**src/hdl/lztd_pkg.sv**
```systemverilog
`timescale 1ns / 1ps
// ----------------------------------------------------------------------------
// LZ token decompressor package
// Token codes and the stage record passed from the sequencer to the output.
// ----------------------------------------------------------------------------
package lztd_pkg;

  localparam logic [1:0] MODE_START = 2'd0;
  localparam logic [1:0] MODE_LIT   = 2'd1;
  localparam logic [1:0] MODE_MATCH = 2'd2;

  localparam int POS_W = 20;
  localparam int LEN_W = 4;
  localparam int OFF_W = 16;
  localparam int FSZ_W = 21;

  // One slot of the write stage. A slot with byte_en carries one output byte;
  // tok_end marks the slot that closes a token (with or without a byte).
  typedef struct packed {
    logic             byte_en;
    logic             tok_end;
    logic             lit_sel;
    logic [7:0]       lit;
    logic [POS_W-1:0] pos;
  } lztd_stage_t;

endpackage

```
**src/hdl/lztd_out.sv**
```systemverilog
`timescale 1ns / 1ps
// ----------------------------------------------------------------------------
// LZ output stage
// Writes each byte back to history, holds the newest byte until it is known
// whether it closes its token, and drives the output register.
// ----------------------------------------------------------------------------
module lztd_out
  import lztd_pkg::*;
(
  input  logic             clk,
  input  logic             rst_n,
  input  lztd_stage_t      stage,
  input  logic [7:0]       rdata,
  output logic             adv,
  output logic             we,
  output logic [7:0]       wdata,
  output logic             out_valid,
  input  logic             out_ready,
  output logic [7:0]       out_byte,
  output logic [POS_W-1:0] out_pos,
  output logic             out_last
);

  logic             p_valid_r, p_valid_nxt;
  logic             p_final_r, p_final_nxt;
  logic [7:0]       p_data_r, p_data_nxt;
  logic [POS_W-1:0] p_pos_r, p_pos_nxt;
  logic             o_valid_r, o_valid_nxt;
  logic [7:0]       o_data_r, o_data_nxt;
  logic [POS_W-1:0] o_pos_r, o_pos_nxt;
  logic             o_last_r, o_last_nxt;
  logic             o_free;
  logic             final_now;

  assign o_free = !o_valid_r || out_ready;
  assign adv    = !p_valid_r || o_free;
  assign wdata  = stage.lit_sel ? stage.lit : rdata;
  assign we     = adv && stage.byte_en;

  always_comb begin
    p_valid_nxt = p_valid_r;
    p_final_nxt = p_final_r;
    p_data_nxt  = p_data_r;
    p_pos_nxt   = p_pos_r;
    o_valid_nxt = o_valid_r && !out_ready;
    o_data_nxt  = o_data_r;
    o_pos_nxt   = o_pos_r;
    o_last_nxt  = o_last_r;
    final_now   = p_final_r || (adv && stage.tok_end && !stage.byte_en);
    if (we) begin
      // A new byte pushes the held one out; the held one is final only if
      // its own token had already closed.
      if (p_valid_r) begin
        o_valid_nxt = 1'b1;
        o_data_nxt  = p_data_r;
        o_pos_nxt   = p_pos_r;
        o_last_nxt  = p_final_r;
      end
      p_valid_nxt = 1'b1;
      p_final_nxt = stage.tok_end;
      p_data_nxt  = wdata;
      p_pos_nxt   = stage.pos;
    end else if (p_valid_r && final_now && o_free) begin
      o_valid_nxt = 1'b1;
      o_data_nxt  = p_data_r;
      o_pos_nxt   = p_pos_r;
      o_last_nxt  = 1'b1;
      p_valid_nxt = 1'b0;
      p_final_nxt = 1'b0;
    end else if (p_valid_r && final_now) begin
      p_final_nxt = 1'b1;
    end
  end

  always_ff @(posedge clk) begin
    if (!rst_n) begin
      p_valid_r <= 1'b0;
      p_final_r <= 1'b0;
      p_data_r  <= '0;
      p_pos_r   <= '0;
      o_valid_r <= 1'b0;
      o_data_r  <= '0;
      o_pos_r   <= '0;
      o_last_r  <= 1'b0;
    end else begin
      p_valid_r <= p_valid_nxt;
      p_final_r <= p_final_nxt;
      p_data_r  <= p_data_nxt;
      p_pos_r   <= p_pos_nxt;
      o_valid_r <= o_valid_nxt;
      o_data_r  <= o_data_nxt;
      o_pos_r   <= o_pos_nxt;
      o_last_r  <= o_last_nxt;
    end
  end

  assign out_valid = o_valid_r;
  assign out_byte  = o_data_r;
  assign out_pos   = o_pos_r;
  assign out_last  = o_last_r;

  a_final_held: assert property (@(posedge clk) disable iff (!rst_n)
    p_final_r |-> p_valid_r)
    else $error("final mark set on an empty hold register");

  a_no_drop: assert property (@(posedge clk) disable iff (!rst_n)
    (p_valid_r && we) |=> o_valid_r)
    else $error("held byte was replaced without being sent");

endmodule

```
**config.mk**
```make
export PLATFORM = sky130hd
export DESIGN_NAME = lztd_out
export DESIGN_NICKNAME = d
export VERILOG_FILES = /design/src/hdl/lztd_pkg.sv /design/src/hdl/lztd_out.sv
export SDC_FILE = /design/constraint.sdc
export NUM_CORES = 1
export LEC_CHECK = 0
export BUFFER_PORTS_ARGS = -buffer_cell sky130_fd_sc_hd__buf_2
export CAP_MARGIN = 30
export CORE_MARGIN = 4
export CORE_UTILIZATION = 30
export CTS_BUF_LIST = sky130_fd_sc_hd__clkbuf_8 sky130_fd_sc_hd__clkbuf_16
export DETAILED_ROUTE_END_ITERATION = 8
export PLACE_DENSITY = 0.49
export SLEW_MARGIN = 0
export SYNTH_ARGS = -nofsm -noshare
export SYNTH_HDL_FRONTEND = slang
export SYNTH_SLANG_ARGS = --single-unit
```
**constraint.sdc**
```tcl
create_clock -name clk -period 2 [get_ports clk]
set_input_delay 0.1 -clock clk [delete_from_list [all_inputs] [get_ports clk]]
set_output_delay 0.1 -clock clk [all_outputs]
set_load 0.02 [all_outputs]
```
**Word level (Yosys, flattened, before mapping)**

Cells that the tools add are included.

- Flip-flop bits (word level): 60
- Input bits: 42
- Output and inout bits: 40
- Word-level logic and storage cells: 43

- Equal/unequal tests: 1
- Multiplexer cells: 18
- Reduce and logical (&&, ||, !) cells: 16

Operators with widths:

| kind | count |
|---|---|
| two-way mux 20 bit | 3 |
| two-way mux 8 bit | 4 |
| two-way mux 1 bit | 11 |
| logical AND 1 bit | 6 |
| logical NOT 1 bit | 4 |
| logical OR 1 bit | 3 |
| nonzero test 3 bit | 1 |
| inequality test 2 x 1 -> 1 bit (second input constant) | 1 |
| AND reduction 2 bit | 1 |
| nonzero test 2 bit | 1 |

**Longest topological paths before layout**

Gate-level depths: netlist of the first run.

- Depth after elaboration: 10
- Depth in mapped cells: 5
- Gate-level depth less buffers: 3

**Worst setup path after synthesis of the first run**

No wires, ideal clock.

- Kind: reg2reg
- From: reg o_valid_r, in the netlist out_valid
- To: reg p_final_r
- Setup time: 0.117 ns
- Arrival: 1.234 ns
- Data required time: 1.883 ns
- Slack: 0.648 ns
- Stages on the path, launching flop included: 5
- Path buffers: 1
- Clock period less this slack: 1.352 ns
- Path through: dfxtp_1 nand3b_1 clkbuf_1 o21ai_0 a32o_1

- Cells in the longest elaborated chain, start to end: 10
- Elaborated cells on any way between the ends: 12
- Classes of those cells: 2 x mux; 10 x reduce/logical

RTL lines:

| item | line | RTL |
|---|---|---|
| from (decl) | lztd_out.sv:28 | `logic o_valid_r, o_valid_nxt;` |
| from (signal assigned) | lztd_out.sv:90 | `o_valid_r <= o_valid_nxt;` |
| logical NOT 1 bit (*) | lztd_out.sv:35 | `assign o_free = !o_valid_r \|\| out_ready;` |
| logical OR 1 bit (*) | lztd_out.sv:35 |  |
| logical OR 1 bit (*) | lztd_out.sv:36 | `assign adv = !p_valid_r \|\| o_free;` |
| net adv | lztd_out.sv:14 | `output logic adv,` |
| logical AND 1 bit (2 in series) | lztd_out.sv:49 | `final_now = p_final_r \|\| (adv && stage.tok_end && !stage.byte_en);` |
| logical OR 1 bit | lztd_out.sv:49 |  |
| logical AND 1 bit | lztd_out.sv:63, lztd_out.sv:70 |  |
| logical AND 1 bit | lztd_out.sv:63 | `end else if (p_valid_r && final_now && o_free) begin` |
| two-way mux 1 bit | lztd_out.sv:63 |  |
| two-way mux 1 bit | lztd_out.sv:50 | `if (we) begin` |
| to (signal assigned) | lztd_out.sv:87 | `p_final_r <= p_final_nxt;` |
| to (decl) | lztd_out.sv:25 | `logic p_final_r, p_final_nxt;` |

Mark *: on every way through the listed nets, which the timed path passes. The rest lies on a longest branch.
A chain may end at the register's enable or synchronous reset.

**Worst setup path after layout of the first run**

- From: reg p_valid_r
- To: out we

- Cells in the longest elaborated chain, start to end: 3

RTL lines:

| item | line | RTL |
|---|---|---|
| from (decl) | lztd_out.sv:24 | `logic p_valid_r, p_valid_nxt;` |
| from (signal assigned) | lztd_out.sv:86 | `p_valid_r <= p_valid_nxt;` |
| logical NOT 1 bit | lztd_out.sv:36 |  |
| logical OR 1 bit | lztd_out.sv:36 |  |
| logical AND 1 bit | lztd_out.sv:38 | `assign we = adv && stage.byte_en;` |
| to (decl) | lztd_out.sv:15 | `output logic we,` |

Every way passes these cells.

==> flow_metrics.py, run 1 <==
metrics = {
    "grt": {
        "grt_pass1_vias": 1889,
        "grt_max_degree": 43,
        "antenna_found_initial": 0,
        "groute.usage.overall_pct": 11.61,
        "grt_first_pass_wirelength_um": 8859,
        "grt-ovfl-total": 0,
    },
    "timing": {
        "rsz0062_at_grt": "false",
        "timing.final.crit_share_pct": 77.90,
        "maxSlewViolCount": 0,
        "setup_slack_ns": 0.4419,
        "worst_slew_pin_slew_ns": 0.3659,
        "finalSetupViolations": 0,
        "finalSetupTns_ns": 0,
        "fin_crit_ns": 1.558,
        "slew_headroom_pct": 75.60,
        "final.setup_skew_ns": 0.007301,
        "final-hold-violation-count": 0,
        "fmax_mhz": 641.8,
    },
    "floorplanning": {
        "die_area_um2": 9399,
        "io_pins": 82,
        "fp.coreArea_um2": 7727,
        "die_x_um": 96.95,
        "fp.dieH_um": 96.95,
        "start_util_pct": 30.72,
        "rows": 32,
    },
    "routing": {
        "drt-total-wl_um": 5301,
        "postRouteAntennaNets": 0,
        "drc": 0,
        "drt_first_iter_violations": 38,
        "viasPerCell": 4.358,
        "firstDrtPassIters": 4,
        "wire_per_inst_um": 12.33,
        "vias": 1874,
    },
    "critical_path": {
        "worstPathMaxFanout": 13,
        "start_kind": "flop",
        "worst_setup_path_end_kind": "output pin",
        "regToRegStartpoint": "p_valid_r",
        "r2r_slack_ns": 0.47,
        "reg2reg_to": "p_pos_r[11]",
        "path_class": "reg -> out",
        "reg2reg_depth": 4,
        "required_ns": 1.90,
        "crit_arrival_ns": 1.46,
    },
    "yosys": {
        "ys_seq_elements": 60,
        "syn_area_um2": 2374,
        "syn_area_per_cell_um2": 9.808,
        "synth_cells": 242,
        "synth.yosys.seq_area_share_pct": 50.61,
        "ys_types": 24,
        "syn_nets": 284,
        "yosys_warnings": 0,
    },
    "power_and_ir_drop": {
        "p_int_mw": 1.996,
        "peakVddDrop_v": 0.0003423,
        "clkPwrFrac_pct": 40.7,
        "switching_power_mw": 0.6814,
        "total_power_mw": 2.677,
        "swShare_pct": 25.45,
        "powerDensity_nw_per_um2": 868.4,
        "seqPwrFrac_pct": 47.5,
        "p_comb_share_pct": 11.7,
        "p_leak_nw": 1.521,
    },
    "place": {
        "dp_hpwl_um": 3771,
        "io_buffers": 81,
        "pre_cts_ws_ns": 0.4669,
        "place.gp.congestion": 0.6851,
    },
    "clock_network": {
        "h-tree-depth": 3,
        "clk_path_buf_depth": 2,
        "clk_latency_ns": 0.33,
        "ctsHoldBuffers": 2,
        "cts_resized": 0,
        "clock-sinks": 60,
        "clock_tree.root_cell": "clkbuf_8",
        "clkTransAtPathRegs_ns": 0.07,
        "cts_inserted_buffers": 9,
        "cts_tree": "yes",
        "cts_setup_buffers": 0,
    },
    "finish": {
        "regArea_um2": 1201,
        "antenna_cells": 0,
        "multi_input_area_um2": 1062,
        "drive_above_1_share_pct": 35.06,
        "nFillCells": 812,
        "layout.nets": 365,
        "area_delta_synth_final_pct": 29.89,
    },
    "hold_path": {
        "hold_path.class": "in -> reg",
        "hold_path_end": "p_pos_r[0]",
        "holdPathStages": 3,
        "min-delay-start": "stage[0]",
    },
    "job": {
        "maxCapViolCount": 0,
    },
    "status": {
        "outcome": "complete, no violations",
    },
}
==> logic make-up after synthesis <==
logic type | after synthesis | share of synthesized area, %
simple gates | 91 | 16.13
buf+inv | 20 | 5.060
mux | 56 | 24.04
flops | 60 | 50.61
compound gates | 15 | 4.165
==> layer usage <==
metal / global-route usage [%] / vias to the layer above / routed length [um]
li1: - / 971 / -
met1: 14.07 / 856 / 2477
met2: 18.63 / 39 / 2441
met3: 3.461 / 8 / 288
met4: 5.832 / 0 / 94
met5: 0 / - / 0
==> how the worst max path moves through the flow <==
stage               cells after the start          end      start
floorplan                               4    p_final_r  out_valid
global placement                        4  p_pos_r[14]  p_valid_r
detailed placement                      4  p_pos_r[11]  p_valid_r
CTS                                     3           we  p_valid_r
global route                            3           we  p_valid_r
finish                                  3           we  p_valid_r
==> state kept, by name, summed over array words and instances, names as in the netlist <==
register and flops:
out_pos 20, p_data_r 8, p_valid_r 1, p_pos_r 20
out_byte 8, out_last 1, out_valid 1, p_final_r 1
==> final cells by class <==
type | instances | share of cell area, %
Clock buffer | 10 | 4.464
Clock inverter | 6 | 2.070
Multi-Input combinational cell | 162 | 34.46
Sequential cell | 60 | 38.96
Tap cell | 102 | 4.140
Timing Repair Buffer | 90 | 15.91
==> placed cells by master, fill, tap and decap left out <==
master         synthesis  routed
clkinv_4               0       1
buf_12                 1       1
nand4_1                8       8
a32o_1                 1       1
o21ai_0                1       1
and2_1                 2       1
bufinv_16              0       1
nand3b_1               1       1
a31o_2                 1       1
o211ai_4               0       1
o21a_1                 1       1
and2_2                 0       1
mux2i_1               48      48
mux2_2                 8       8
nand4b_1               1       1
dlygate4sd3_1          0       2
clkinv_2               0       2
a21boi_1               1       1
buf_4                  2       6
nand2b_1               1       1
clkbuf_8               0      10
clkinvlp_4             0       2
nand2_1               76      76
buf_2                  5      81
o21ai_1                8       8
and3_1                 1       1
dfxtp_1               60      60
a21boi_0               1       1
or2_1                  1       1
==> power by group through the flow <==
stage                     Sequential [mW]  Clock, mW  Combinational [mW]
final                                1.27       1.09               0.314
after global routing                 1.28       1.18               0.346
after CTS                            1.27       1.13               0.322
after detailed placement             1.30          0               0.317
after global placement               1.30          0               0.315
after floorplan                      1.32          0               0.196
==> synthesized netlist by cell type, drive strengths merged <==
cell	instances	area, um^2
nand2	76	285.3
dfxtp	60	1201
mux2i	48	480.5
buf	10	82.57
clkbuf	10	37.54
o21ai	9	45.04
mux2	8	90.09
nand4	8	50.05
a21boi	2	15.02
and2	2	12.51
a31o	1	8.760
a32o	1	10.01
and3	1	6.260
nand2b	1	6.260
nand3b	1	7.510
nand4b	1	8.760
o211ai	1	12.51
o21a	1	7.510
or2	1	6.260
==> critical path: stages (launching register included) <==
cell and delay [ns]:
dfxtp_1 0.37, nand3b_1 0.13, and2_2 0.38, buf_2 0.24
==> per-stage QoR <==
stage	cells	hold slack [ns]	area, um^2	utilization (%)
3_5_place_dp	412	0.3571	2861	37.03
3_3_place_gp	412	0.3543	2861	37.03
4_1_cts	430	0.001803	3083	39.90
5_1_grt	430	0.009806	3083	39.90
2_1_floorplan	242	0.2423	2374	-
6_report	430	0.01681	3083	39.90
No activity file was read; power rests on OpenSTA's default activity.
==> run 2, diff against run 1 <==
PLACE_DENSITY = 0.51   (was 0.49)
clock period = 1.28 ns   (was 2 ns; I/O delays follow)
==> run 2 against run 1 <==
Against the previous run: flip-flop and latch count did not move; final area rose by 9.5%; critical path depth grew 1; setup slack lost 0.44 ns; clock skew fell by 0.0037 ns; sequential share of layout area fell by 3.3 points; hold slack improved by 0.12 ns.
==> flow_metrics.py, run 2 (same netlist as run 1, synthesis figures left out) <==
metrics = {
    "finish": {
        "drive_above_1_share_pct": 34.94,
        "layout.nets": 390,
        "mostFrequentLayoutCells": "81 x buf_2, 76 x nand2_1, 58 x dfxtp_1, 48 x mux2i_1, 21 x dlygate4sd3_1",
        "mostFrequentLayoutCell": "buf_2",
        "antenna_cells": 0,
        "area_delta_synth_final_pct": 42.22,
        "nFillCells": 764,
    },
    "routing": {
        "wl_met2_um": 2673,
        "firstDrtPassIters": 4,
        "wl_met1_um": 2551,
        "drc": 0,
        "wire_per_inst_um": 12.57,
        "drt_first_iter_violations": 37,
        "postRouteAntennaNets": 0,
        "routed.top_layer": "met4",
        "viasPerCell": 4.374,
        "vias": 1986,
        "drt-total-wl_um": 5707,
        "dr_wl_met3_um": 376,
    },
    "critical_path": {
        "r2r_slack_ns": 0.0005,
        "worst_setup_path_end_kind": "flop",
        "reg2reg_to": "out_pos[3]",
        "crit_start": "p_final_r",
        "regToRegStartpoint": "p_final_r",
        "required_ns": 1.54,
        "path_class": "reg -> reg",
        "reg2reg_depth": 4,
        "start_kind": "flop",
        "crit_arrival_ns": 1.54,
        "cp-endpoint": "out_pos[3]",
        "worstPathMaxFanout": 14,
    },
    "clock_network": {
        "clk_latency_ns": 0.33,
        "clk_path_buf_depth": 2,
        "cts_inserted_buffers": 9,
        "clkTransAtPathRegs_ns": 0.07,
        "clock-sinks": 60,
        "clock_tree.root_cell": "clkbuf_8",
        "h-tree-depth": 3,
        "cts_tree": "yes",
        "cts_setup_buffers": 0,
    },
    "floorplanning": {
        "die_x_um": 96.95,
        "rows": 32,
        "io_pins": 82,
        "fp.coreArea_um2": 7727,
        "fp.dieH_um": 96.95,
        "die_area_um2": 9399,
        "start_util_pct": 30.72,
    },
    "grt": {
        "grt_first_pass_wirelength_um": 9542,
        "groute.usage.overall_pct": 12.73,
        "grt_max_degree": 35,
        "grt_pass1_vias": 2005,
        "grt-ovfl-total": 0,
        "antenna_found_initial": 0,
    },
    "hold_path": {
        "hold_path.class": "in -> reg",
    },
    "place": {
        "pre_cts_ws_ns": 0.00001277,
        "io_buffers": 81,
        "dp_hpwl_um": 3918,
        "place.gp.congestion": 0.6817,
    },
    "timing": {
        "final.setup_skew_ns": 0.003627,
        "setup_slack_ns": 0.0004815,
        "final-hold-violation-count": 0,
        "timing.final.crit_share_pct": 99.96,
        "fin_crit_ns": 1.280,
        "slew_headroom_pct": 77.19,
        "maxSlewViolCount": 0,
        "finalSetupViolations": 0,
        "fmax_mhz": 781.5,
        "worst_slew_pin_slew_ns": 0.3421,
        "rsz0062_at_grt": "true",
    },
    "power_and_ir_drop": {
        "powerDensity_nw_per_um2": 1249,
        "total_power_mw": 4.215,
        "peakVddDrop_v": 0.0008404,
        "p_leak_nw": 1.658,
    },
    "status": {
        "outcome": "complete, no violations",
    },
    "job": {
        "maxCapViolCount": 0,
    },
}
==> run 2: per-layer routing <==
metal / GRT usage [%] / vias up
li1: - / 1030
met2: 20.06 / 49
met3: 5.191 / 10
met1: 15.37 / 897
met4: 5.184 / 0
met5: 0 / -
==> run 2: per-stage QoR <==
stage	cells	hold WS [ns]	instance area, um^2	setup TNS, ns	util (%)
4_1_cts	453	-0.01334	3364	-0.01233	43.54
3_3_place_gp	418	0.3125	2970	0	38.44
2_1_floorplan	242	0.2063	2376	0	-
3_5_place_dp	418	0.3193	2970	0	38.44
6_report	454	0.1400	3376	0	43.69
5_1_grt	454	0.1444	3376	-0.9063	43.69
==> run 2: final cells by class <==
class | instances | area, um^2 | area share [%]
repair buffers | 115 | 788.3 | 23.35
flip-flops and latches | 60 | 1204 | 35.66
multi-input cells | 162 | 1066 | 31.58
clock buffers | 10 | 137.6 | 4.077
well taps | 102 | 127.6 | 3.781
clock inverters | 5 | 52.55 | 1.557
==> run 2: critical path, cell delays in order, from the launching register on <==
cell and delay [ns]:
dfxtp_2 0.32, or2_4 0.26, o211ai_4 0.23, buf_12 0.20, mux2i_1 0.20
==> run 2: report_power, final <==
part	internal [mW]	leakage (nW)	switching (mW)
sequential	1.96	0.491	0.0296
combinational	0.292	1.07	0.299
clock	0.930	0.0979	0.707
==> run 2: repair_timing <==
item	4_1_cts	5_1_grt
hold buffers	20	1
hold endpoints to repair	21	1
gates resized for setup	2	1
endpoints found under the setup margin	20	28
==> run 2: worst min path at each step <==
stage,start,endpoint,slack [ns],cells past startpoint
3_3_place_gp,stage[7],p_pos_r[7],0.31,3
6_report,rdata[0],p_data_r[0],0.14,4
3_5_place_dp,stage[7],p_pos_r[7],0.32,3
5_1_grt,rst_n,p_valid_r,0.14,2
4_1_cts,stage[29],p_final_r,-0.01,2
2_1_floorplan,stage[0],p_pos_r[0],0.21,2
==> run 3, diff against run 2 <==
GPL_TIMING_DRIVEN = 0   (was not set)
==> run 3 against run 2 <==
Against the previous run: the flow now finishes with violations (negative setup slack); global-route usage grew 0.20 points; clock skew increased by 0.0025 ns; setup slack got worse by 0.048 ns; cell count is 2.9% higher; sequential share of layout area shrank 0.92 points; power is 8.5% higher; fmax is 3.6% lower; routed wire length grew 6.7%; hold slack worse by 0.0017 ns; clock power rose by 20%; combinational power is 5.1% higher; clock-buffer cell count increased by 2; critical path type unchanged; largest power group unchanged; highest routed layer unchanged.
==> flow_metrics.py, run 3 (same netlist as run 1, synthesis figures left out) <==
metrics = {
    "timing": {
        "final-hold-violation-count": 0,
        "maxSlewViolCount": 0,
        "slew_headroom_pct": 64.96,
        "worst_slew_pin_slew_ns": 0.5256,
        "fin_crit_ns": 1.328,
        "rsz0062_at_grt": "true",
        "setup_slack_ns": -0.04779,
        "fmax_mhz": 753.1,
        "finalSetupTns_ns": -0.5665,
        "finalSetupViolations": 18,
        "final.setup_skew_ns": 0.006082,
        "timing.final.crit_share_pct": 103.7,
    },
    "status": {
        "failed_checks": "negative setup slack",
        "outcome": "finished with violations",
    },
    "critical_path": {
        "required_ns": 1.54,
        "crit_arrival_ns": 1.59,
        "crit_slowest_cell": "dfxtp_2",
        "path_class": "reg -> reg",
        "critPathBufInv": 2,
        "path_delay_family": "flip-flops",
        "start_kind": "flop",
        "worstPathMaxFanout": 8,
        "worst_setup_path_end_kind": "flop",
        "path_cells": "or2_4 > o211ai_4 > buf_6 > buf_12 > mux2i_1",
        "cpPeakStageDelay_ns": 0.32,
    },
    "routing": {
        "viasPerCell": 4.411,
        "postRouteAntennaNets": 0,
        "drt_first_iter_violations": 45,
        "firstDrtPassIters": 4,
        "drt-total-wl_um": 6091,
        "vias": 2060,
        "drc": 0,
        "wire_per_inst_um": 13.04,
    },
    "place": {
        "pre_cts_ws_ns": -0.1192,
        "io_buffers": 79,
        "dp_cells": 423,
        "place.gp.congestion": 0.7507,
        "dp_hpwl_um": 4151,
    },
    "floorplanning": {
        "die_x_um": 96.95,
        "die_area_um2": 9399,
        "rows": 32,
        "fp.coreArea_um2": 7727,
        "fp.dieH_um": 96.95,
        "start_util_pct": 30.72,
        "io_pins": 82,
    },
    "finish": {
        "multi_input_area_um2": 1070,
        "regArea_um2": 1207,
        "final_cells": 467,
        "mostFrequentLayoutCells": "82 x buf_2, 76 x nand2_1, 57 x dfxtp_1, 48 x mux2i_1, 21 x dlygate4sd3_1",
        "antenna_cells": 0,
        "nFillCells": 782,
        "mostFrequentLayoutCell": "buf_2",
        "area_delta_synth_final_pct": 46.44,
        "drive_above_1_share_pct": 35.62,
        "layout.nets": 402,
    },
    "power_and_ir_drop": {
        "powerDensity_nw_per_um2": 1316,
        "p_leak_nw": 1.708,
        "peakVddDrop_v": 0.0005212,
    },
    "job": {
        "maxCapViolCount": 0,
    },
    "clock_network": {
        "clk_path_buf_depth": 2,
        "clock_tree.root_cell": "clkbuf_8",
        "cts_inserted_buffers": 9,
        "clkTransAtPathRegs_ns": 0.07,
        "clk_latency_ns": 0.33,
        "cts_tree": "yes",
        "h-tree-depth": 3,
        "clock-sinks": 60,
    },
    "grt": {
        "grt_max_degree": 11,
        "antenna_found_initial": 0,
        "grt-ovfl-total": 0,
        "grt_first_pass_wirelength_um": 9694,
        "groute.usage.overall_pct": 12.93,
        "grt_pass1_vias": 2063,
    },
    "hold_path": {
        "hold_path.class": "in -> reg",
    },
}
run 3: cell types whose count changed in the layout (fill, tap and decap cells not counted), moves of 2 or more:
cell      change
buf_6         +4
clkbuf_8      +2
buf_12        -4
clkbuf_1      +8
run 3: worst paths after layout:
check / slack [ns] / depth (start not counted) / startpoint / to
worst max-delay path: -0.05 / 5 / p_final_r / out_pos[0]
worst min-delay path: 0.14 / 4 / stage[22] / p_data_r[2]
worst max register to register: -0.05 / 5 / p_final_r / out_pos[0]
worst min register to register: 0.45 / 2 / out_pos[12] / out_pos[12]
run 3: worst min-delay path: stages:
cell and delay [ns]:
buf_2 0.07, mux2_2 0.14, nand4_1 0.09, o21ai_1 0.07
run 3: repair_timing:
item                                    CTS  global route
pin swaps                                 1             4
cloned                                    0             1
hold endpoints to repair                 21             0
resized for setup                         9             5
hold buffers                             21             0
setup buffers                             4             3
endpoints found under the setup margin   34            30
run 3: layout make-up:
cell class | count | area share (%)
Multi-Input combinational cell | 162 | 30.78
Clock buffer | 12 | 4.752
Tap cell | 102 | 3.672
Sequential cell | 60 | 34.74
Buffer | 19 | 3.852
Timing Repair Buffer | 108 | 20.19
Clock inverter | 4 | 2.016
run 3: power by group:
| part | total (mW) | switching (mW) | internal [mW] |
|---|---|---|---|
| clock | 1.97 | 0.720 | 1.25 |
| sequential | 1.98 | 0.0283 | 1.96 |
| combinational | 0.621 | 0.315 | 0.305 |
| total | 4.58 | 1.06 | 3.51 |
run 3: per-stage QoR:
| stage | area, um^2 | util [%] | hold slack [ns] | power, mW |
|---|---|---|---|---|
| global placement | 2899 | 37.52 | 0.3148 | 2.540 |
| global route | 3476 | 44.98 | 0.1493 | 4.775 |
| finish | 3476 | 44.98 | 0.1384 | 4.575 |
| CTS | 3408 | 44.11 | 0.1158 | 4.620 |
| floorplan | 2376 | - | 0.2063 | 2.366 |
| detailed placement | 2899 | 37.52 | 0.3198 | 2.548 |
run 3: layer usage:
metal / track usage [%] / wire length [um] / share of wire [%]
met1: 15.34 / 2732 / 45
met2: 21.02 / 2854 / 47
met3: 4.254 / 389 / 6.4
met4: 6.156 / 114 / 1.9
met5: 0 / 0 / 0
