**src/hdl/lztd_pkg.sv**
```systemverilog
`timescale 1ns / 1ps
// ----------------------------------------------------------------------------
// LZ token decompressor package
// Token codes and the stage record passed from the sequencer to the output.
// ----------------------------------------------------------------------------
package lztd_pkg;

  localparam logic [1:0] MODE_START = 2'd0;
  localparam logic [1:0] MODE_LIT   = 2'd1;
  localparam logic [1:0] MODE_MATCH = 2'd2;

  localparam int POS_W = 20;
  localparam int LEN_W = 4;
  localparam int OFF_W = 16;
  localparam int FSZ_W = 21;

  // One slot of the write stage. A slot with byte_en carries one output byte;
  // tok_end marks the slot that closes a token (with or without a byte).
  typedef struct packed {
    logic             byte_en;
    logic             tok_end;
    logic             lit_sel;
    logic [7:0]       lit;
    logic [POS_W-1:0] pos;
  } lztd_stage_t;

endpackage

```
**src/hdl/lztd_seq.sv**
```systemverilog
`timescale 1ns / 1ps
// ----------------------------------------------------------------------------
// LZ token sequencer
// Accepts tokens, keeps the write count and frame limit, and walks a match one
// element per unstalled cycle, issuing history reads, filling the write stage.
// ----------------------------------------------------------------------------
module lztd_seq
  import lztd_pkg::*;
#(
  parameter int HISTORY_DEPTH   = 65536,
  parameter int MAX_FRAME_BYTES = 1048576,
  parameter int MAX_MATCH       = 15,
  parameter int AW              = 16
) (
  input  logic              clk,
  input  logic              rst_n,
  input  logic              adv,
  input  logic              tok_valid,
  output logic              tok_ready,
  input  logic [1:0]        tok_mode,
  input  logic [7:0]        tok_lit,
  input  logic [OFF_W-1:0]  tok_offset,
  input  logic [LEN_W-1:0]  tok_length,
  input  logic [FSZ_W-1:0]  tok_fsize,
  output logic              re,
  output logic [AW-1:0]     raddr,
  output lztd_stage_t       stage,
  output logic [AW-1:0]     stage_waddr
);

  localparam int CW = $clog2(MAX_FRAME_BYTES + 1);
  localparam int LW = (CW > FSZ_W) ? CW : FSZ_W;
  localparam int XW = ((CW > OFF_W) ? CW : OFF_W) + 1;
  localparam int QB = 17 - $clog2(HISTORY_DEPTH);
  localparam logic [CW-1:0] MAXC = CW'(MAX_FRAME_BYTES);
  localparam logic [AW-1:0] ALAST = AW'(HISTORY_DEPTH - 1);

  typedef enum logic [1:0] {ST_IDLE, ST_SETUP, ST_RUN} state_t;

  state_t           state_r, state_nxt;
  logic [CW-1:0]    wc_r, wc_nxt;
  logic [FSZ_W-1:0] limit_r, limit_nxt;
  logic [AW-1:0]    wa_r, wa_nxt;
  logic [CW-1:0]    start_r, start_nxt;
  logic [LEN_W-1:0] i_r, i_nxt;
  logic [LEN_W-1:0] len_r, len_nxt;
  logic [OFF_W-1:0] off_r, off_nxt;
  logic [AW-1:0]    omod_r, omod_nxt;
  logic [AW-1:0]    rp_r, rp_nxt;
  lztd_stage_t      stage_r, stage_nxt;
  logic [AW-1:0]    swa_r, swa_nxt;

  logic [XW-1:0]    at_x;
  logic [XW-1:0]    src_x;
  logic             emit;
  logic             below_limit;
  logic             room;

  // Offset reduced modulo the history depth by restoring compare-subtract.
  function automatic logic [AW-1:0] off_mod(input logic [OFF_W-1:0] v);
    logic [23:0] r;
    r = 24'(v);
    for (int b = QB - 1; b >= 0; b--) begin
      if (r >= (24'(HISTORY_DEPTH) << b)) begin
        r = r - (24'(HISTORY_DEPTH) << b);
      end
    end
    return AW'(r);
  endfunction

  function automatic logic [AW-1:0] ptr_inc(input logic [AW-1:0] p);
    return (p == ALAST) ? '0 : AW'(p + 1'b1);
  endfunction

  assign below_limit = LW'(wc_r) < LW'(limit_r);
  assign room        = wc_r < MAXC;
  assign at_x        = XW'(start_r) + XW'(i_r);
  assign src_x       = at_x - XW'(off_r);
  assign emit        = (at_x >= XW'(off_r)) && (src_x < XW'(wc_r)) && room;

  assign tok_ready   = (state_r == ST_IDLE) && adv;
  assign re          = adv && (state_r == ST_RUN) && emit;
  assign raddr       = rp_r;
  assign stage       = stage_r;
  assign stage_waddr = swa_r;

  always_comb begin
    state_nxt = state_r;
    wc_nxt    = wc_r;
    limit_nxt = limit_r;
    wa_nxt    = wa_r;
    start_nxt = start_r;
    i_nxt     = i_r;
    len_nxt   = len_r;
    off_nxt   = off_r;
    omod_nxt  = omod_r;
    rp_nxt    = rp_r;
    stage_nxt = '0;
    swa_nxt   = wa_r;
    case (state_r)
      ST_IDLE: begin
        if (tok_valid) begin
          case (tok_mode)
            MODE_START: begin
              limit_nxt = tok_fsize;
              wc_nxt    = '0;
              wa_nxt    = '0;
            end
            MODE_LIT: begin
              if (below_limit && room) begin
                stage_nxt.byte_en = 1'b1;
                stage_nxt.tok_end = 1'b1;
                stage_nxt.lit_sel = 1'b1;
                stage_nxt.lit     = tok_lit;
                stage_nxt.pos     = POS_W'(wc_r);
                wc_nxt            = CW'(wc_r + 1'b1);
                wa_nxt            = ptr_inc(wa_r);
              end
            end
            MODE_MATCH: begin
              if (below_limit && (tok_length != '0)) begin
                start_nxt = wc_r;
                i_nxt     = '0;
                len_nxt   = (tok_length > LEN_W'(MAX_MATCH)) ? LEN_W'(MAX_MATCH) : tok_length;
                off_nxt   = tok_offset;
                omod_nxt  = off_mod(tok_offset);
                state_nxt = ST_SETUP;
              end
            end
            default: begin
            end
          endcase
        end
      end
      ST_SETUP: begin
        // Source pointer of element 0: (start - offset) modulo the depth.
        if (wa_r >= omod_r) begin
          rp_nxt = AW'(wa_r - omod_r);
        end else begin
          rp_nxt = AW'((AW+1)'(wa_r) + (AW+1)'(HISTORY_DEPTH) - (AW+1)'(omod_r));
        end
        state_nxt = ST_RUN;
      end
      ST_RUN: begin
        stage_nxt.tok_end = (i_r == LEN_W'(len_r - 1'b1));
        if (emit) begin
          stage_nxt.byte_en = 1'b1;
          stage_nxt.pos     = POS_W'(wc_r);
          wc_nxt            = CW'(wc_r + 1'b1);
          wa_nxt            = ptr_inc(wa_r);
        end
        rp_nxt = ptr_inc(rp_r);
        i_nxt  = LEN_W'(i_r + 1'b1);
        if (stage_nxt.tok_end) begin
          state_nxt = ST_IDLE;
        end
      end
      default: begin
        state_nxt = ST_IDLE;
      end
    endcase
  end

  always_ff @(posedge clk) begin
    if (!rst_n) begin
      state_r <= ST_IDLE;
      wc_r    <= '0;
      limit_r <= '0;
      wa_r    <= '0;
      start_r <= '0;
      i_r     <= '0;
      len_r   <= '0;
      off_r   <= '0;
      omod_r  <= '0;
      rp_r    <= '0;
      stage_r <= '0;
      swa_r   <= '0;
    end else if (adv) begin
      state_r <= state_nxt;
      wc_r    <= wc_nxt;
      limit_r <= limit_nxt;
      wa_r    <= wa_nxt;
      start_r <= start_nxt;
      i_r     <= i_nxt;
      len_r   <= len_nxt;
      off_r   <= off_nxt;
      omod_r  <= omod_nxt;
      rp_r    <= rp_nxt;
      stage_r <= stage_nxt;
      swa_r   <= swa_nxt;
    end
  end

  a_run_index: assert property (@(posedge clk) disable iff (!rst_n)
    (state_r == ST_RUN) |-> (i_r < len_r))
    else $error("match element index ran past the match length");

  a_count_cap: assert property (@(posedge clk) disable iff (!rst_n)
    wc_r <= MAXC)
    else $error("write count passed the frame maximum");

  a_byte_slot: assert property (@(posedge clk) disable iff (!rst_n)
    (adv && re) |=> stage_r.byte_en && !stage_r.lit_sel)
    else $error("history read issued without a matching write slot");

endmodule

```
**config.mk**
```make
export PLATFORM = sky130hd
export DESIGN_NAME = lztd_seq
export DESIGN_NICKNAME = d
export VERILOG_FILES = /design/src/hdl/lztd_pkg.sv /design/src/hdl/lztd_seq.sv
export SDC_FILE = /design/constraint.sdc
export NUM_CORES = 1
export LEC_CHECK = 0
export BUFFER_PORTS_ARGS = -buffer_cell sky130_fd_sc_hd__buf_2
export CAP_MARGIN = 20
export CORE_MARGIN = 4
export CORE_UTILIZATION = 54
export CTS_CLUSTER_DIAMETER = 150
export DETAILED_ROUTE_END_ITERATION = 8
export PLACE_DENSITY = 0.89
export SETUP_SLACK_MARGIN = 0.2
export SYNTH_ARGS = -nofsm -noshare
export SYNTH_HDL_FRONTEND = slang
export SYNTH_SLANG_ARGS = --single-unit
```
**constraint.sdc**
```tcl
create_clock -name clk -period 6.8 [get_ports clk]
set_input_delay 1.36 -clock clk [delete_from_list [all_inputs] [get_ports clk]]
set_output_delay 1.36 -clock clk [all_outputs]
set_load 0.02 [all_outputs]
```
# == Word-level counts from Yosys, hierarchy flattened ==
# Index checks and enable logic that the tools add are counted.
# classes
add_sub_neg,10
n_lt_le_gt_ge,6
n_eq_ne,14
muxes,32
reduce_logical,18
# ops
operator,n
$mux 16,6
$pmux 16 s2,3
$mux 31,3
$pmux 21 s2,2
$mux 21,3
$add 16x1->16 const B,3
$pmux 20 s2,1
$eq 16x16->1 const B,2
$sub 16x16->16,2
$add 21x4->22,1
$ge 22x16->1,1
$lt 22x21->1,1
$sub 22x16->22,1
$add 21x1->21 const B,1
$lt 21x21->1,1
$lt 21x21->1 const B,1
$mux 20,1
$ge 16x16->1,1
$mux 4,4
$reduce_and 5->1,3
$mux 9,1
$mux 2,4
$pmux 4 s2,1
$logic_and 1x1->1,7
19 further kinds,26
# word_totals
ff_bits,168
in_bits,55
out_inout_bits,65
word_cells,95

# == Longest topological paths before layout ==
# Gate-level depths: netlist of the first run.
# logic_depth
depth_word,7
mapped_depth,28
ltp_nobuf,26

# == Least setup slack after synthesis of the first run ==
# Ideal clock, no wire load.
# synth_timing
kind,register to output
startpoint,register i_r[0]
endpoint,output re
arrival_time_ns,5.306
required_ns,5.440
path_slack_ns,0.134
path_stages_with_launch,25
path_buffers,0
path_cell_list,dfxtp_1 > ha_1 > inv_1 > fa_1 > nand2b_1 > a21o_1 > nor4b_1 > xor2_1 > ha_1 > o21ai_0 > a21oi_1 > o22ai_1 > a211oi_1 > a311o_1 > or3_1 > xnor2_1 > a21oi_1 > xnor2_1 > ha_1 > a211oi_1 > o21ai_0 > a211o_1 > a41o_1 > nor4_1 > and3_1
# synth_via
elab_chain_len,6
word_cells_on_any_way,7
cone_classes,add/sub: 2; order compare: 2; reduce/logical: 3
# synth_rtl
item,line,source
"start, declared",lztd_seq.sv:45,"logic [LEN_W-1:0] i_r, i_nxt;"
"start signal, assigned",lztd_seq.sv:184,i_r <= i_nxt;
$add 21x4->22 (*),lztd_seq.sv:77,assign at_x = XW'(start_r) + XW'(i_r);
$sub 22x16->22,lztd_seq.sv:78,assign src_x = at_x - XW'(off_r);
$lt 22x21->1,lztd_seq.sv:79,assign emit = (at_x >= XW'(off_r)) && (src_x < XW'(wc_r)) && room;
$logic_and 1x1->1 (*) (2 in a row),lztd_seq.sv:79,
$logic_and 1x1->1 (*),lztd_seq.sv:82,assign re = adv && (state_r == ST_RUN) && emit;
"end, declared",lztd_seq.sv:25,"output logic re,"
# Every way passes the cells marked *; elsewhere a longest branch is shown, timed or not.

# == Worst setup path after layout of the first run ==
# layout_timing
startpoint,register start_r[0]
endpoint,output re
# layout_via
elab_chain_len,6
word_cells_on_any_way,7
cone_classes,add/sub: 2; order compare: 2; reduce/logical: 3
# layout_rtl
item,line,source
"start, declared",lztd_seq.sv:44,"logic [CW-1:0] start_r, start_nxt;"
"start signal, assigned",lztd_seq.sv:183,start_r <= start_nxt;
$add 21x4->22 (*),lztd_seq.sv:77,
$sub 22x16->22,lztd_seq.sv:78,
$lt 22x21->1,lztd_seq.sv:79,
$logic_and 1x1->1 (*) (2 in a row),lztd_seq.sv:79,
$logic_and 1x1->1 (*),lztd_seq.sv:82,
# Marked as above.

==> results of run 1 <==
==> cell usage in the layout (no fill, tap or decap), drive strengths merged, types with 37 or more instances in the layout <==
cell and instances:
mux2i 44, nor2 82, inv 82, buf 153, o21ai 53, a21boi 45, nand3 37, nand2 123
dfxtp 168, nor2b 81, a21oi 66, ha 83
==> sequential cells by signal (all words and copies together), names as in the netlist <==
register,flops
swa_nxt,16
wc_r,21
limit_r,21
len_r,4
start_r,21
stage_waddr,16
stage,31
raddr,16
i_r,4
state_r,2
omod_r,16
==> worst max path at each step <==
stage	to	slack [ns]	cells after the start	from
after floorplan	re	0.25	24	i_r[0]
after global placement	re	0.08	26	start_r[0]
after detailed placement	re	0.04	26	start_r[0]
after CTS	re	-0.07	26	start_r[0]
after global routing	re	-0.46	26	start_r[0]
final	re	-0.11	26	start_r[0]
==> cell type report <==
cell class              count  area, um2  share of cell area (%)
well taps                 265        332                    2.66
multi-input cells         990       6980                    56.0
clock buffers              19        453                    3.63
clock inverters            12        165                    1.32
flip-flops and latches    168       3370                    27.0
inverters                  81        304                    2.44
repair buffers            153        872                    6.99
==> through the flow <==
step	instance area, um2	total power, mW
after floorplan	10800	1.26
after global placement	11700	1.36
after detailed placement	11700	1.37
after global routing	12500	2.48
final	12500	2.40
after CTS	12400	2.39
==> timing repair <==
item,in CTS,in global routing
pin swaps,9,7
setup endpoints to repair,1,1
setup buffers,3,0
resized for setup,23,9
hold buffers,0,0
==> cell families after synthesis <==
family / synth area share [%]
buffers and inverters: 5.45
adders and majority gates: 10.2
xor gates and xnor gates: 4.06
muxes: 4.08
DFF: 31.2
and+or+nand+nor: 22.2
AOI/OAI and AO/OA: 22.8
==> power groups by stage <==
stage                     Combinational, mW  Clock [mW]  Sequential, mW
after floorplan                       0.236           0            1.02
after global placement                0.341           0            1.02
after detailed placement              0.348           0            1.02
after CTS                             0.358        1.04           0.997
after global routing                  0.401        1.08           0.998
final                                 0.367        1.04           0.997
==> metal layers <==
metal	GRT usage, %	vias up	share of wire, %
met4	10.5	0	3.1
met3	4.74	81	8.6
met2	42.5	501	45
li1	-	4926	-
met1	36.4	4816	43
met5	0	-	0
==> worst reg2reg max path: cells and delay by family (launching register included) <==
kind | cells | cell delay [ns]
buffers and inverters | 3 | 0.46
adder cells (fa/ha/maj) | 4 | 1.05
AO/OA/AOI/OAI | 13 | 2.79
flip-flops | 1 | 0.36
AND/OR/NAND/NOR | 4 | 0.82
XOR/XNOR | 3 | 0.48
==> results.py, run 1 <==
metrics = {
    "run_status": {
        "status": "finished, violations left",
        "violations": "setup timing",
    },
    "setup_path": {
        "worst-path-buf-inv": 3,
        "r2r-end": "swa_nxt[15]",
        "startpoint_type": "flop",
        "reg2reg_depth": 27,
        "cp-end-kind": "primary output",
        "crit_family": "compound AO/OA/AOI/OAI gates",
        "reg2reg_from": "start_r[0]",
        "path_class": "reg2out",
        "critPathMaxFanout": 3,
        "slowest_delay_ns": 0.36,
        "crit_path_top_delay_cell": "dfxtp_2",
        "required_ns": 5.44,
        "r2r_setup_slack_ns": 0.72,
        "arrival_ns": 5.55,
    },
    "power_and_ir_drop": {
        "clock_power_share_pct": 43.2,
        "pwr-share-seq_pct": 41.5,
        "peakVddDrop_v": 0.000172,
        "p_int_mw": 1.76,
        "static-leakage-power_nw": 5.25,
        "combPwrFrac_pct": 15.3,
        "power_density_nw_per_um2": 193,
        "swShare_pct": 26.8,
        "p_sw_mw": 0.644,
    },
    "timing": {
        "period_share_pct": 102,
        "setup_violations": 1,
        "relSlewSlack_pct": 30.4,
        "grt_setup_unrepaired": "yes",
        "slew_viol_final": 0,
        "worst_hold_slack_ns": 0.467,
        "worst_slack_ns": -0.109,
        "fmax_mhz": 145,
        "hold_viol": 0,
        "tns_ns": -0.109,
        "fin_crit_ns": 6.91,
        "worst_slew_pin_slew_ns": 1.03,
        "clock_skew_ns": 0.0147,
    },
    "drt": {
        "vias": 10324,
        "first_iter_violations": 1175,
        "antenna_left": 0,
        "avgRoutedWirePerCell_um": 17.8,
        "vias_per_cell": 6.12,
        "firstDrtPassIters": 6,
        "drc": 0,
        "wl_mm": 30.0,
    },
    "hold_path": {
        "holdCritStartpoint": "limit_r[9]",
        "hold_class": "reg2reg",
        "hold_end": "limit_r[9]",
        "whs_path_depth": 2,
    },
    "clock_tree": {
        "cts_tree": "yes",
        "clk_pin_slew_worst_paths_ns": 0.07,
        "cts_root_buf": "clkbuf_16",
        "cts.path.max_buffers": 2,
        "clk-insertion-delay-late_ns": 0.44,
        "cts_made_buffers": 17,
        "cts.sinks": 168,
        "h-tree-depth": 4,
    },
    "global_route": {
        "grt_pass1_vias": 9656,
        "track_usage_pct": 26.8,
        "antenna_found_initial": 0,
        "grt_overflow": 0,
        "grt_max_degree": 122,
        "grt_pass1_wl_mm": 49.0,
    },
    "placement": {
        "dp_hpwl_mm": 21.2,
        "dp_cells": 1654,
        "gp_congestion": 0.913,
        "pre_cts_ws_ns": 0.0381,
        "portBuffers": 119,
    },
    "synthesis": {
        "syn_area_per_cell_um2": 8.23,
        "synthesis.instances": 1310,
        "yosysMostFrequentCell": "dfxtp_1",
        "syn_nets": 1451,
        "yosysWarnings": 0,
        "synth_top_area_share_pct": 31.2,
        "synthTopCellsByCount": "dfxtp_1 (168), nand2_1 (122), ha_1 (83), nor2_1 (82), nor2b_1 (81)",
        "synth_seq_area_share_pct": 31.2,
        "synthArstFlopShare_pct": 0,
        "ys_seq_elements": 168,
        "synth.largest_area_cell": "dfxtp_1",
        "yosys-top-cells-area": "dfxtp_1 (31%), ha_1 (9.6%), nor2b_1 (4.7%)",
        "synth-edff-count": 0,
        "synth-main-ff-cell": "dfxtp_1",
        "netlist_area_um2": 10800,
        "ys_types": 74,
    },
    "floorplanning": {
        "chipHeight_um": 149,
        "core_area_um2": 19500,
        "dieArea_um2": 22300,
        "die_x_um": 149,
        "rows": 51,
        "pin_count": 120,
        "initial_utilization_pct": 55.2,
    },
    "cells_and_area": {
        "fill_cells": 1588,
        "nNetsFinal": 1552,
        "final_util_pct": 63.9,
        "antennaDiodeCount": 0,
        "drive_above_1_share_pct": 16.5,
        "syn2layout_area_growth_pct": 15.6,
        "final-instance-count-excl-fill": 1688,
    },
    "flow_run": {
        "cap_violations": 0,
    },
}
Note: power is estimated with default switching activity, not from simulation.
==> inputs of run 2 (changes only) <==
--- a/config.mk
+++ b/config.mk
@@ -11,7 +11,7 @@
 export CORE_UTILIZATION = 54
 export CTS_CLUSTER_DIAMETER = 150
 export DETAILED_ROUTE_END_ITERATION = 8
-export PLACE_DENSITY = 0.89
+export PLACE_DENSITY_LB_ADDON = 0.15
 export SETUP_SLACK_MARGIN = 0.2
 export SYNTH_ARGS = -nofsm -noshare
 export SYNTH_HDL_FRONTEND = slang
==> run 2 against run 1 <==
- the run still ends with setup timing left
- core utilization down 0.34 points
- flip-flop and latch count unchanged
- final cell count stayed put
- hold slack worse by 0.00082 ns
- global-route usage is 0.38 points lower
- die area stayed put
- register-to-register slack worse by 0.02 ns
- maximum frequency is 0.73% lower
- via count shrank 3.8%
- clock-buffer cell count down 1
- combinational power is 1% lower
- sequential power about the same
- critical endpoint unchanged
- largest cell class unchanged
- largest power group is now sequential cells
==> results.py, run 2 (synthesis results as in run 1) <==
metrics = {
    "run_status": {
        "status": "finished, violations left",
        "violations": "setup timing",
    },
    "timing": {
        "worst_slack_ns": -0.160,
        "worst_hold_slack_ns": 0.466,
        "setup_violations": 1,
        "worst_slew_pin_slew_ns": 1.08,
        "tns_ns": -0.160,
        "clock_skew_ns": 0.0140,
        "fmax_mhz": 144,
        "hold_viol": 0,
        "relSlewSlack_pct": 27.7,
        "slew_viol_final": 0,
        "grt_setup_unrepaired": "yes",
        "fin_crit_ns": 6.96,
        "period_share_pct": 102,
    },
    "drt": {
        "antenna_left": 0,
        "vias_per_cell": 5.89,
        "first_iter_violations": 933,
        "wl_mm": 29.1,
        "avgRoutedWirePerCell_um": 17.3,
        "vias": 9934,
        "firstDrtPassIters": 6,
        "drc": 0,
    },
    "setup_path": {
        "crit_path_top_delay_cell": "fa_2",
        "startpoint_type": "flop",
        "reg2reg_from": "start_r[0]",
        "critPathMaxFanout": 3,
        "r2r_setup_slack_ns": 0.70,
        "crit_start": "start_r[0]",
        "reg2reg_depth": 26,
        "r2r-end": "wc_r[20]",
        "crit_family": "compound AO/OA/AOI/OAI gates",
        "path_class": "reg2out",
        "crit_end": "re",
        "worst-path-buf-inv": 3,
        "slowest_delay_ns": 0.34,
        "path_depth": 26,
        "required_ns": 5.44,
        "arrival_ns": 5.60,
        "cp-end-kind": "primary output",
    },
    "power_and_ir_drop": {
        "p_sw_mw": 0.680,
        "static-leakage-power_nw": 5.25,
        "combPwrFrac_pct": 15.5,
        "peakVddDrop_v": 0.000201,
        "swShare_pct": 29.1,
        "power_density_nw_per_um2": 188,
        "clock_power_share_pct": 41.8,
        "p_int_mw": 1.66,
        "finalPower_mw": 2.34,
        "pwr-share-seq_pct": 42.7,
    },
    "cells_and_area": {
        "final-instance-count-excl-fill": 1688,
        "drive_above_1_share_pct": 16.4,
        "antennaDiodeCount": 0,
        "final_cell_mix": "dfxtp_1 (166), nand2_1 (122), buf_2 (117)",
        "largest_reg_flops": 31,
        "fin_area_um2": 12400,
        "syn2layout_area_growth_pct": 15.0,
        "final_util_pct": 63.5,
        "layout_commonest_cell": "dfxtp_1",
        "nNetsFinal": 1551,
    },
    "floorplanning": {
        "initial_utilization_pct": 55.2,
        "rows": 51,
        "die_x_um": 149,
        "dieArea_um2": 22300,
        "pin_count": 120,
        "chipHeight_um": 149,
        "core_area_um2": 19500,
    },
    "clock_tree": {
        "clk_pin_slew_worst_paths_ns": 0.08,
        "cts.sinks": 168,
        "cts_tree": "yes",
        "clk-insertion-delay-late_ns": 0.45,
        "cts.path.max_buffers": 2,
        "cts_hold_buf": 0,
        "cts_root_buf": "clkbuf_16",
        "h-tree-depth": 4,
        "cts_made_buffers": 17,
    },
    "global_route": {
        "busiest_layer": "met2",
        "use_met2_pct": 39.9,
        "grt_pass1_wl_mm": 47.9,
        "grt_use_met1_pct": 38.2,
        "track_usage_pct": 26.4,
        "antenna_found_initial": 0,
        "grt_max_degree": 105,
        "grt_pass1_vias": 9386,
        "grt_overflow": 0,
        "use_met3_pct": 5.38,
    },
    "placement": {
        "postPlaceCellArea_um2": 11700,
        "pre_cts_ws_ns": 0.00117,
        "gp_congestion": 0.910,
        "portBuffers": 119,
        "dp_cells": 1654,
        "dp_hpwl_mm": 20.8,
    },
    "hold_path": {
        "holdCritStartpoint": "limit_r[17]",
        "hold_class": "reg2reg",
        "whs_path_depth": 2,
    },
    "flow_run": {
        "cap_violations": 0,
    },
}
run 2: power by group through the flow:
| stage | Combinational [mW] | Sequential (mW) | Clock, mW |
|---|---|---|---|
| floorplan | 0.236 | 1.02 | 0 |
| global placement | 0.346 | 1.02 | 0 |
| detailed placement | 0.349 | 1.02 | 0 |
| CTS | 0.360 | 0.997 | 0.991 |
| global route | 0.398 | 0.998 | 1.03 |
| finish | 0.362 | 0.997 | 0.977 |
run 2: worst min-delay path by stage:
stage / end
2_1_floorplan: limit_r[10]
3_3_place_gp: stage[13]
3_5_place_dp: stage[14]
4_1_cts: limit_r[2]
5_1_grt: limit_r[14]
6_report: limit_r[17]
run 2: timing repair:
item	in CTS	in global routing
gates resized for setup	18	9
gates cloned	0	0
pin swaps	11	5
buffers inserted	2	0
endpoints found under the setup margin	1	2
endpoints found under the hold margin	0	0
run 2: metal layers:
metal,share of wire [%],routed length (um)
met5,0,0
met4,1.9,546
met3,6.5,1890
met2,44,12700
met1,48,14000
run 2: worst reg2reg max path, cell delays in order (launching register included):
cell and delay, ns:
dfxtp_2 0.33, ha_1 0.16, inv_1 0.05, fa_2 0.34
nand2b_4 0.16, a21o_4 0.23, nor4b_4 0.26, xor2_1 0.19
ha_2 0.31, o21ai_2 0.14, a21oi_2 0.08, o22ai_2 0.20
a211oi_2 0.08, a311o_1 0.30, or3_4 0.33, xnor2_1 0.13
a21oi_1 0.18, xnor2_1 0.09, ha_1 0.19, a211oi_2 0.17
o21ai_1 0.09, a211o_1 0.29, a41o_1 0.23, buf_4 0.15
o41a_1 0.59, or4_1 0.61, a21oi_1 0.15
run 2: layout make-up:
type / instances / area, um2
inverter: 81 / 304
clock inverter: 14 / 149
multi-input combinational: 990 / 6950
fill: 1734 / 7120
clock buffer: 18 / 439
sequential: 168 / 3370
timing repair buffer: 152 / 865
tap: 265 / 332
==> inputs of run 3 (changes only) <==
--- a/config.mk
+++ b/config.mk
@@ -12,6 +12,7 @@
 export CTS_CLUSTER_DIAMETER = 150
 export DETAILED_ROUTE_END_ITERATION = 8
 export PLACE_DENSITY_LB_ADDON = 0.15
+export REMOVE_ABC_BUFFERS = 1
 export SETUP_SLACK_MARGIN = 0.2
 export SYNTH_ARGS = -nofsm -noshare
 export SYNTH_HDL_FRONTEND = slang
==> run 3 against run 2 <==
- the flow still finishes with violations (setup timing)
- setup slack got worse by 0.18 ns
- critical endpoint unchanged
- largest power group is now the clock network
- power rose by 1.4%
- routed wire length fell by 2.7%
- largest cell class unchanged
- maximum frequency fell by 2.5%
- hold slack got worse by 0.0012 ns
- via count fell by 0.73%
==> results.py, run 3 (synthesis results as in run 1) <==
metrics = {
    "timing": {
        "relSlewSlack_pct": 31.9,
        "fmax_mhz": 140,
        "clock_skew_ns": 0.0109,
        "worst_slack_ns": -0.336,
        "fin_crit_ns": 7.14,
        "grt_setup_unrepaired": "yes",
        "slew_viol_final": 0,
        "worst_hold_slack_ns": 0.465,
        "period_share_pct": 105,
        "setup_violations": 1,
        "worst_slew_pin_slew_ns": 1.02,
        "hold_viol": 0,
    },
    "power_and_ir_drop": {
        "power_density_nw_per_um2": 190,
        "p_sw_mw": 0.684,
        "clock_power_share_pct": 42.5,
        "p_int_mw": 1.68,
        "static-leakage-power_nw": 5.25,
        "finalPower_mw": 2.37,
        "combPwrFrac_pct": 15.4,
        "swShare_pct": 28.9,
        "peakVddDrop_v": 0.000177,
        "pwr-share-seq_pct": 42.1,
    },
    "global_route": {
        "grt_max_degree": 121,
        "grt_pass1_wl_mm": 45.7,
        "antenna_found_initial": 0,
        "track_usage_pct": 25.2,
        "grt_overflow": 0,
        "grt_pass1_vias": 8945,
    },
    "floorplanning": {
        "chipHeight_um": 149,
        "die_x_um": 149,
        "dieArea_um2": 22300,
        "core_area_um2": 19500,
        "initial_utilization_pct": 55.2,
        "pin_count": 120,
        "rows": 51,
    },
    "cells_and_area": {
        "largest_reg_flops": 31,
        "final-instance-count-excl-fill": 1686,
        "final_cell_mix": "dfxtp_1 (166), nand2_1 (121), buf_2 (117)",
        "fill_cells": 1762,
        "syn2layout_area_growth_pct": 15.3,
        "antennaDiodeCount": 0,
        "layout_commonest_cell": "dfxtp_1",
        "nNetsFinal": 1549,
        "drive_above_1_share_pct": 16.5,
    },
    "setup_path": {
        "required_ns": 5.44,
        "critPathMaxFanout": 5,
        "startpoint_type": "flop",
        "cp-end-kind": "primary output",
        "path_class": "reg2out",
        "arrival_ns": 5.78,
    },
    "clock_tree": {
        "cts_tree": "yes",
        "clk-insertion-delay-late_ns": 0.44,
        "cts_made_buffers": 17,
        "clk_pin_slew_worst_paths_ns": 0.07,
        "cts.sinks": 168,
        "h-tree-depth": 4,
        "cts_root_buf": "clkbuf_16",
        "cts.path.max_buffers": 2,
    },
    "hold_path": {
        "hold_class": "reg2reg",
    },
    "drt": {
        "drc": 0,
        "first_iter_violations": 725,
        "avgRoutedWirePerCell_um": 16.8,
        "vias_per_cell": 5.85,
        "firstDrtPassIters": 5,
        "vias": 9861,
        "antenna_left": 0,
        "wl_mm": 28.3,
    },
    "run_status": {
        "violations": "setup timing",
        "status": "finished, violations left",
    },
    "placement": {
        "gp_congestion": 0.904,
        "portBuffers": 119,
        "dp_hpwl_mm": 20.5,
        "dp_cells": 1650,
    },
    "flow_run": {
        "cap_violations": 0,
    },
}
==> run 3: changes by cell type in the layout (fill, tap and decap cells not counted), sizes merged <==
cell      change
clkinv        +2
clkbuf        -1
buf           -2
bufinv        +1
inv           -1
clkinvlp      -1
==> run 3: metrics by stage <==
stage                     setup TNS (ns)  utilization [%]  area, um2  worst slack, ns
after detailed placement         -0.0806             59.7      11700          -0.0806
after CTS                         -0.283             63.2      12300           -0.283
after global routing              -0.598             63.7      12400           -0.598
after floorplan                        0                -      10500            0.134
after global placement                 0             59.7      11700           0.0493
final                             -0.336             63.7      12400           -0.336
==> run 3: final timing paths <==
path              slack [ns]  depth (start not counted)   startpoint          end
setup reg to reg        0.45                         26       i_r[0]     wc_r[20]
setup / recovery       -0.34                         26       i_r[0]           re
hold reg to reg         0.46                          2  limit_r[10]  limit_r[10]
hold / removal          0.46                          2  limit_r[10]  limit_r[10]
==> run 3: final cells by class <==
cell class / instances / area (um2) / share of cell area, %
multi-input combinational: 990 / 6980 / 56.1
sequential: 168 / 3370 / 27.1
timing repair buffer: 150 / 850 / 6.83
clock buffer: 17 / 425 / 3.42
tap: 265 / 332 / 2.67
inverter: 81 / 304 / 2.45
clock inverter: 15 / 181 / 1.46
==> run 3: routing by layer <==
metal | global-route usage (%) | vias to the layer above | share of wire [%]
met3 | 4.53 | 31 | 5.8
li1 | - | 4925 | -
met5 | 0 | - | 0
met4 | 6.00 | 0 | 1.5
met2 | 39.1 | 248 | 45
met1 | 36.5 | 4657 | 48
==> run 3: power groups by stage <==
| stage | registers, mW | logic, mW | clock network (mW) |
|---|---|---|---|
| 6_report | 0.997 | 0.364 | 1.01 |
| 5_1_grt | 0.998 | 0.400 | 1.06 |
| 4_1_cts | 0.997 | 0.354 | 1.02 |
| 3_5_place_dp | 1.02 | 0.337 | 0 |
| 3_3_place_gp | 1.02 | 0.332 | 0 |
| 2_1_floorplan | 1.02 | 0.216 | 0 |
==> run 3: timing repair <==
action / in CTS / in global routing
endpoints found under the setup margin: 1 / 4
hold buffers: 0 / 0
pin swaps: 12 / 18
buffers inserted: 3 / 1
gates resized for setup: 15 / 20
==> run 3: critical path: stages, from the launching register on <==
cell and delay, ns:
dfxtp_2 0.35, ha_4 0.14, inv_2 0.04, fa_2 0.37, nand2b_4 0.16, a21o_4 0.23
nor4b_4 0.29, xor2_1 0.11, ha_2 0.22, nor3_1 0.19, o21ai_0 0.21, nor2_2 0.19
a211oi_2 0.10, a311o_1 0.40, or3_4 0.33, xnor2_1 0.13, a21oi_1 0.17, xnor2_1 0.10
ha_2 0.19, a211oi_2 0.21, o21ai_1 0.09, a211o_1 0.26, a41o_1 0.23, nor4_1 0.17
buf_4 0.15, and3_4 0.18, buf_6 0.11
